### config.mk
export PLATFORM = sky130hd
export DESIGN_NAME = rmq_front
export DESIGN_NICKNAME = d
export VERILOG_FILES = /design/src/rtl/rmq_pkg.sv /design/src/rtl/rmq_front.sv
export SDC_FILE = /design/constraint.sdc
export NUM_CORES = 2
export LEC_CHECK = 0
export BUFFER_PORTS_ARGS = -buffer_cell sky130_fd_sc_hd__buf_2
export CORE_AREA = 5 5 564 287
export CTS_CLUSTER_DIAMETER = 60
export DETAILED_ROUTE_END_ITERATION = 6
export DIE_AREA = 0 0 569 292
export GPL_ROUTABILITY_DRIVEN = 0
export HOLD_SLACK_MARGIN = 0.06
export PLACE_DENSITY = 0.52
export SYNTH_ARGS = -nofsm -noshare
export SYNTH_HDL_FRONTEND = slang
export SYNTH_SLANG_ARGS = --single-unit
### constraint.sdc
create_clock -name i_clk -period 11.7 [get_ports i_clk]
set_input_delay 1.17 -clock i_clk [delete_from_list [all_inputs] [get_ports i_clk]]
set_output_delay 1.17 -clock i_clk [all_outputs]
set_load 0.05 [all_outputs]
### src/rtl/rmq_pkg.sv
`timescale 1ns / 1ps
// ----------------------------------------------------------------------------
// rmq_pkg
// Shared constants, widths and types of the rotation-to-quaternion pipeline.
// ----------------------------------------------------------------------------
package rmq_pkg;
    localparam int unsigned DataW = 32;
    localparam int unsigned FracW = 30;
    localparam int unsigned MagW  = 31;
    localparam int unsigned SumW  = 34;
    localparam int unsigned SqW   = 64;
    localparam int unsigned LenW  = 32;
    localparam int unsigned NumW  = MagW + FracW;
    localparam int unsigned QuoW  = 31;
    localparam int unsigned InW   = 9 * DataW;
    localparam int unsigned OutW  = 4 * DataW;

    typedef logic [InW-1:0]  t_in_data;
    typedef logic [OutW-1:0] t_out_data;

    typedef struct packed {
        logic            degen;
        logic [3:0]      neg;
        logic [MagW-1:0] mag0;
        logic [MagW-1:0] mag1;
        logic [MagW-1:0] mag2;
        logic [MagW-1:0] mag3;
    } t_norm_item;
endpackage

### src/rtl/rmq_front.sv
`timescale 1ns / 1ps
// ----------------------------------------------------------------------------
// rmq_front
// Branch selection, radicand forming and block scaling, three stages.
// ----------------------------------------------------------------------------
module rmq_front (
    input  logic                 i_clk,
    input  logic                 i_rst_n,
    input  logic                 i_en,
    input  logic                 i_valid,
    input  rmq_pkg::t_in_data    i_data,
    output logic                 o_valid,
    output rmq_pkg::t_norm_item  o_item
);
    import rmq_pkg::*;

    logic signed [DataW-1:0] m [9];
    logic signed [SumW-1:0]  n_v [4];
    logic signed [SumW-1:0]  r_v [4];
    logic signed [SumW-1:0]  tr, one, ra, rb, rc, rd;
    logic                    r_v1, r_v2, r_v3;
    logic                    n_deg, r_deg1, r_deg2;
    logic [SumW-1:0]         n_mag [4];
    logic [SumW-1:0]         r_mag [4];
    logic [3:0]              n_neg, r_neg2;
    logic [SumW-1:0]         big;
    logic [5:0]              bl;
    logic [SumW-1:0]         sc [4];
    t_norm_item              r_item;

    always_comb begin
        for (int i = 0; i < 9; i++) begin
            m[i] = i_data[i*DataW +: DataW];
        end
        one = SumW'(1) <<< FracW;
        tr  = SumW'(m[0]) + SumW'(m[4]) + SumW'(m[8]);
        ra  = tr + one;
        rb  = one + SumW'(m[0]) - SumW'(m[4]) - SumW'(m[8]);
        rc  = one + SumW'(m[4]) - SumW'(m[0]) - SumW'(m[8]);
        rd  = one + SumW'(m[8]) - SumW'(m[0]) - SumW'(m[4]);
        if (tr > 0) begin
            n_v[0] = ra;
            n_v[1] = SumW'(m[7]) - SumW'(m[5]);
            n_v[2] = SumW'(m[2]) - SumW'(m[6]);
            n_v[3] = SumW'(m[3]) - SumW'(m[1]);
            n_deg  = 1'b0;
        end else if (m[0] > m[4] && m[0] > m[8]) begin
            n_v[0] = SumW'(m[7]) - SumW'(m[5]);
            n_v[1] = rb;
            n_v[2] = SumW'(m[1]) + SumW'(m[3]);
            n_v[3] = SumW'(m[2]) + SumW'(m[6]);
            n_deg  = (rb <= 0);
        end else if (m[4] > m[8]) begin
            n_v[0] = SumW'(m[2]) - SumW'(m[6]);
            n_v[1] = SumW'(m[1]) + SumW'(m[3]);
            n_v[2] = rc;
            n_v[3] = SumW'(m[5]) + SumW'(m[7]);
            n_deg  = (rc <= 0);
        end else begin
            n_v[0] = SumW'(m[3]) - SumW'(m[1]);
            n_v[1] = SumW'(m[2]) + SumW'(m[6]);
            n_v[2] = SumW'(m[5]) + SumW'(m[7]);
            n_v[3] = rd;
            n_deg  = (rd <= 0);
        end
    end

    always_ff @(posedge i_clk) begin
        if (!i_rst_n) begin
            r_v1 <= 1'b0;
        end else if (i_en) begin
            r_v1 <= i_valid;
        end
    end

    always_ff @(posedge i_clk) begin
        if (i_en) begin
            r_v    <= n_v;
            r_deg1 <= n_deg;
        end
    end

    always_comb begin
        for (int i = 0; i < 4; i++) begin
            n_neg[i] = r_v[i][SumW-1];
            n_mag[i] = n_neg[i] ? SumW'(-r_v[i]) : SumW'(r_v[i]);
        end
    end

    always_ff @(posedge i_clk) begin
        if (!i_rst_n) begin
            r_v2 <= 1'b0;
        end else if (i_en) begin
            r_v2 <= r_v1;
        end
    end

    always_ff @(posedge i_clk) begin
        if (i_en) begin
            r_mag  <= n_mag;
            r_neg2 <= n_neg;
            r_deg2 <= r_deg1;
        end
    end

    always_comb begin
        big = '0;
        for (int i = 0; i < 4; i++) begin
            big = big | r_mag[i];
        end
        bl = '0;
        for (int b = 0; b < SumW; b++) begin
            if (big[b]) begin
                bl = 6'(b + 1);
            end
        end
        for (int i = 0; i < 4; i++) begin
            if (bl > 6'(MagW)) begin
                sc[i] = r_mag[i] >> (bl - 6'(MagW));
            end else begin
                sc[i] = r_mag[i] << (6'(MagW) - bl);
            end
        end
    end

    always_ff @(posedge i_clk) begin
        if (!i_rst_n) begin
            r_v3 <= 1'b0;
        end else if (i_en) begin
            r_v3 <= r_v2;
        end
    end

    always_ff @(posedge i_clk) begin
        if (i_en) begin
            r_item.degen <= r_deg2;
            r_item.neg   <= r_neg2;
            r_item.mag0  <= sc[0][MagW-1:0];
            r_item.mag1  <= sc[1][MagW-1:0];
            r_item.mag2  <= sc[2][MagW-1:0];
            r_item.mag3  <= sc[3][MagW-1:0];
        end
    end

    assign o_valid = r_v3;
    assign o_item  = r_item;
endmodule

# ---- After elaboration in Yosys (flattened, before gate mapping)
# Index checks and enable logic that the tools add are counted.
dict set report op_classes {
  add_sub_neg 24
  n_lt_le_gt_ge 8
  shifts 8
  n_mux 47
  n_bitwise 3
  n_reduce_logical 1
}
# operator count
set ops {}
lappend ops {{$mux W136} 3}
lappend ops {{$mux W6} 33}
lappend ops {{$neg A34 Y34} 4}
lappend ops {{$shl A34 B6 Y31} 4}
lappend ops {{$shr A34 B6 Y31} 4}
lappend ops {{$add A32 B32 Y33} 4}
lappend ops {{$mux W33} 4}
lappend ops {{$mux W31} 4}
lappend ops {{$le A34 B1 Y1 const B} 3}
lappend ops {{$or A34 B34 Y34} 3}
lappend ops {{$sub A33 B32 Y34} 3}
lappend ops {{$sub A34 B32 Y34} 3}
lappend ops {{$add A32 B32 Y33 const A} 3}
lappend ops {{$sub A32 B32 Y33} 3}
lappend ops {{$gt A32 B32 Y1} 3}
lappend ops {{$add A33 B32 Y34} 1}
lappend ops {{$add A34 B32 Y34 const B} 1}
lappend ops {{$gt A34 B1 Y1 const B} 1}
lappend ops {{$gt A6 B5 Y1 const B} 1}
lappend ops {{$sub A5 B6 Y6 const A} 1}
lappend ops {{$sub A6 B5 Y6 const B} 1}
lappend ops {{$mux W1} 3}
lappend ops {{$logic_and A1 B1 Y1} 1}
dict set report word_totals {
  regBits 410
  wordCells 115
}

# ---- Logic depth before layout (Yosys ltp)
dict set report depth {
  word_depth 40
  depth_mapped 32
  mapped_depth_nobuf 29
}

# ---- Worst setup path before layout
# OpenSTA, ideal clock, no wires.
dict set report synth_path {
  path_kind {input port to flip-flop}
  start {input port i_data[0]}
  end {register r_v[97] (netlist name), data pin}
  arrival_ps 6429
  required_time_ps 11438
  setup_slack_ps 5009
  path_stages 30
  n_path_buf 2
  cell_sequence {inv_1 fa_1 inv_1 ha_1 inv_1 fa_1 nand2b_1 a21oi_1 o221a_2 a21oi_1 o32ai_1 a211oi_2 o21ai_1 a211o_1 a21oi_1 xnor2_1 inv_1 ha_1 nor2b_1 nand4_1 nor4_1 and3_1 nand4_1 nand4bb_1 nor4_1 nand4_1 o21ai_1 buf_2 buf_4 mux2_1}
}
# item line
set synth_rtl {}
lappend synth_rtl {{from (decl)} rmq_front.sv:11} ;# input rmq_pkg::t_in_data i_data,
lappend synth_rtl {{to (signal assigned)} rmq_front.sv:78} ;# r_v <= n_v;
lappend synth_rtl {{to (decl)} rmq_front.sv:19} ;# logic signed [SumW-1:0] r_v [4];

==> flow_metrics.tcl <==
set metrics [dict create \
    outcome "complete, but fails checks" \
    violations "design-rule violations, max-capacitance violations, max-slew violations" \
    synth_area_per_cell_um2 8.54 \
    grt-ovfl-total 0 \
    numPortBuffers 421 \
    max_freq_mhz 106 \
    hpwl_mm 221 \
    synth-seq-cells 410 \
    crit_fanout 60 \
    drive_above_1_share_pct 9.97 \
    finClkSkew_ns 0.0395 \
    yosys-top-cells-area "edfxtp_1, ha_1, mux2i_1, xnor2_1, fa_1" \
    drc 8 \
    critical_path_class "primary input to register" \
    cts_tree "done" \
    clock_latency_ns 0.63 \
    regArea_um2 12300 \
    drtPass1Iterations 7 \
    p_sw_mw 6.14 \
    cts-buffers-inserted 45 \
    wl_mm 267 \
    vias_per_cell 6.22 \
    p_total_mw 11.5 \
    p_int_mw 5.32 \
    grt_pass1_vias 48600 \
    cp.required_ns 12.05 \
    slowest_stage "o32ai_1" \
    setup_viol 0 \
    grt_max_degree 164 \
    area.growth.synth_to_final_pct 10.4 \
    initialDrtViolationCount 9221 \
    synthArstFlopShare_pct 0 \
    clk_transition_reported_paths_ns 0.06 \
    hold_class "register to register" \
    multiInputGateArea_um2 39500 \
    worst_setup_path_start_kind "primary input" \
    rsz0062_at_grt "false" \
    holdWs_ns 0.427 \
    powerDensity_nw_per_um2 191 \
    n_fill_cell 16000 \
    synth_area_um2 54400 \
    leakage_nw 25.4 \
    cp_common_cell "inv_1" \
    synth_top_area_share_pct 22.5 \
    slew_headroom_pct -5.20 \
    slowest_delay_ns 1.00 \
    period_needed_ns 9.39 \
    p_comb_share_pct 59.4 \
    finalNetCount 7627 \
    irDropWorstVdd_uv 126 \
    antenna_found_initial 41 \
    worstMarginPinSlew_ns 1.57 \
    arrival_ns 9.74 \
    synthDistinctLibCells 103 \
    die_area_um2 166000 \
    synth_top_cell_by_area "edfxtp_1" \
    synth_common_cells "nand2_1, ha_1, mux2i_1, nor2_1, a21oi_1" \
    maxCapViolations 2 \
    detail-route-antenna-nets 0 \
    synth-edff-count 407 \
    final_max_slew_viol_count 7 \
    yosysSeqAreaShare_pct 22.6 \
    die_y_um 292 \
    cts_buffer_depth 3 \
    route.vias.total 54400 \
    initial_core_util_pct 34.7 \
    wl_per_cell_um 30.5 \
    ys_dominant_reg_cell "edfxtp_1" \
    dp.cells 8644 \
    post-route-period-util_pct 80.3 \
    syn-num-nets 7407 \
    setup_tns_ns 0 \
    cts_hold_buf 0 \
    pwr-share-clk_pct 12.5 \
    placementRows 103 \
    seq_power_share_pct 28.1 \
    hold_viol 0 \
    cts_max_level 2 \
    ios 422 \
    grt_pass1_wl_mm 370 \
    end_kind "register" \
    clock_sinks 410 \
    coreArea_um2 157000 \
    ys_warn_count 0 \
    yosysMostFrequentCell "nand2_1" \
    post_cts_resized 0 \
    grtUsageTotal_pct 30.5 \
    postCtsSetupRepairBufs 0 \
    instances_no_fill 8740 \
    die_x_um 569 \
    syn_inst 6371 \
    p_sw_share_pct 53.6 \
    cts-root-buf "clkbuf_16" \
]
registers in the layout, indices dropped and copies added, names as in the netlist:
| signal | count |
|---|---|
| r_v2 | 1 |
| r_v | 132 |
| r_mag | 136 |
| r_deg1 | 1 |
| o_valid | 1 |
| o_item | 129 |
| r_neg2 | 4 |
| r_v1 | 1 |
| r_deg2 | 1 |
| n_neg | 4 |
power groups by stage:
stage / logic, mW / clock network [mW] / registers, mW
after floorplan: 3.84 / 0 / 3.15
after global placement: 6.45 / 0 / 3.16
after detailed placement: 6.46 / 0 / 3.16
after CTS: 6.50 / 1.47 / 3.13
after global routing: 7.12 / 1.53 / 3.20
final: 6.81 / 1.44 / 3.21
per-layer routing:
layer	up-vias	part of all wire (%)	GRT usage, %	routed length (µm)
met2	3985	34	36.0	90900
met5	-	0.16	0.589	429
met1	26300	45	46.6	121000
met3	403	19	17.5	49800
li1	23600	-	-	-
met4	44	1.8	4.25	4840
path summary, 6_finish.rpt:
| kind | start | end | slack (ns) | cells after the start |
|---|---|---|---|---|
| setup reg to reg | r_mag[39] | o_item[0] | 3.80 | 15 |
| setup / recovery | i_data[0] | r_v[74] | 2.31 | 30 |
| hold / removal | r_neg2[1] | o_item[125] | 0.43 | 0 |
| hold reg to reg | r_neg2[1] | o_item[125] | 0.43 | 0 |
worst max-delay path: cells and delay by family:
kind,cells,cell delay (ns)
AND/OR/NAND/NOR,9,2.34
AO/OA/AOI/OAI,9,3.41
multiplexers,1,0.36
adder cells (fa/ha/maj),4,1.37
XOR/XNOR,1,0.19
buffers and inverters,6,0.85
cells in the final DEF, fill, tap and decap left out, types with 27 or more instances in the layout:
cell type	count
a31oi_1	70
a21oi_1	468
or3_1	73
nor4_1	66
o221ai_1	36
o22ai_1	62
and2_1	34
nand2b_1	77
buf_4	69
nor2_1	486
a21o_1	88
nor2b_1	53
edfxtp_1	407
xor2_1	73
buf_2	420
nand3_1	109
o21ai_0	243
inv_1	366
nor3_1	101
a211oi_1	98
o31ai_1	57
o21ai_1	136
xnor2_1	319
nand2_1	648
ha_1	605
and3_1	32
o211ai_1	96
or4_1	44
fa_1	138
mux2i_1	521
a221oi_1	27
o21a_1	55
o21bai_1	51
clkbuf_16	45
through the flow:
stage                     worst slack (ns)  util (%)  instance area, µm²
after floorplan                       5.01         -               54400
after global placement                2.26      37.4               58600
after detailed placement              2.17      37.4               58600
after CTS                             2.83      38.3               60000
after global routing                  2.09      38.3               60000
final                                 2.31      38.3               60000
logic make-up (layout without fill, tap and decap cells):
family	Yosys count	after routing	share of synthesized area, %
mux	578	578	10.9
flops	410	410	22.6
compound gates	1726	1726	20.4
fa+ha+maj	744	744	19.0
simple gates	1824	1824	15.6
buf+inv	693	949	5.02
xor+xnor	396	396	6.41
other cells	0	13	0
cell type report:
cell class / count / share of cell area (%)
tap: 2100 / 4.38
clock inverter: 28 / 0.377
clock buffer: 55 / 1.97
antenna: 13 / 0.0542
multi-input combinational: 5268 / 65.8
timing repair buffer: 496 / 4.59
inverter: 370 / 2.33
sequential: 410 / 20.5
Power figures use the tool's default switching activity.
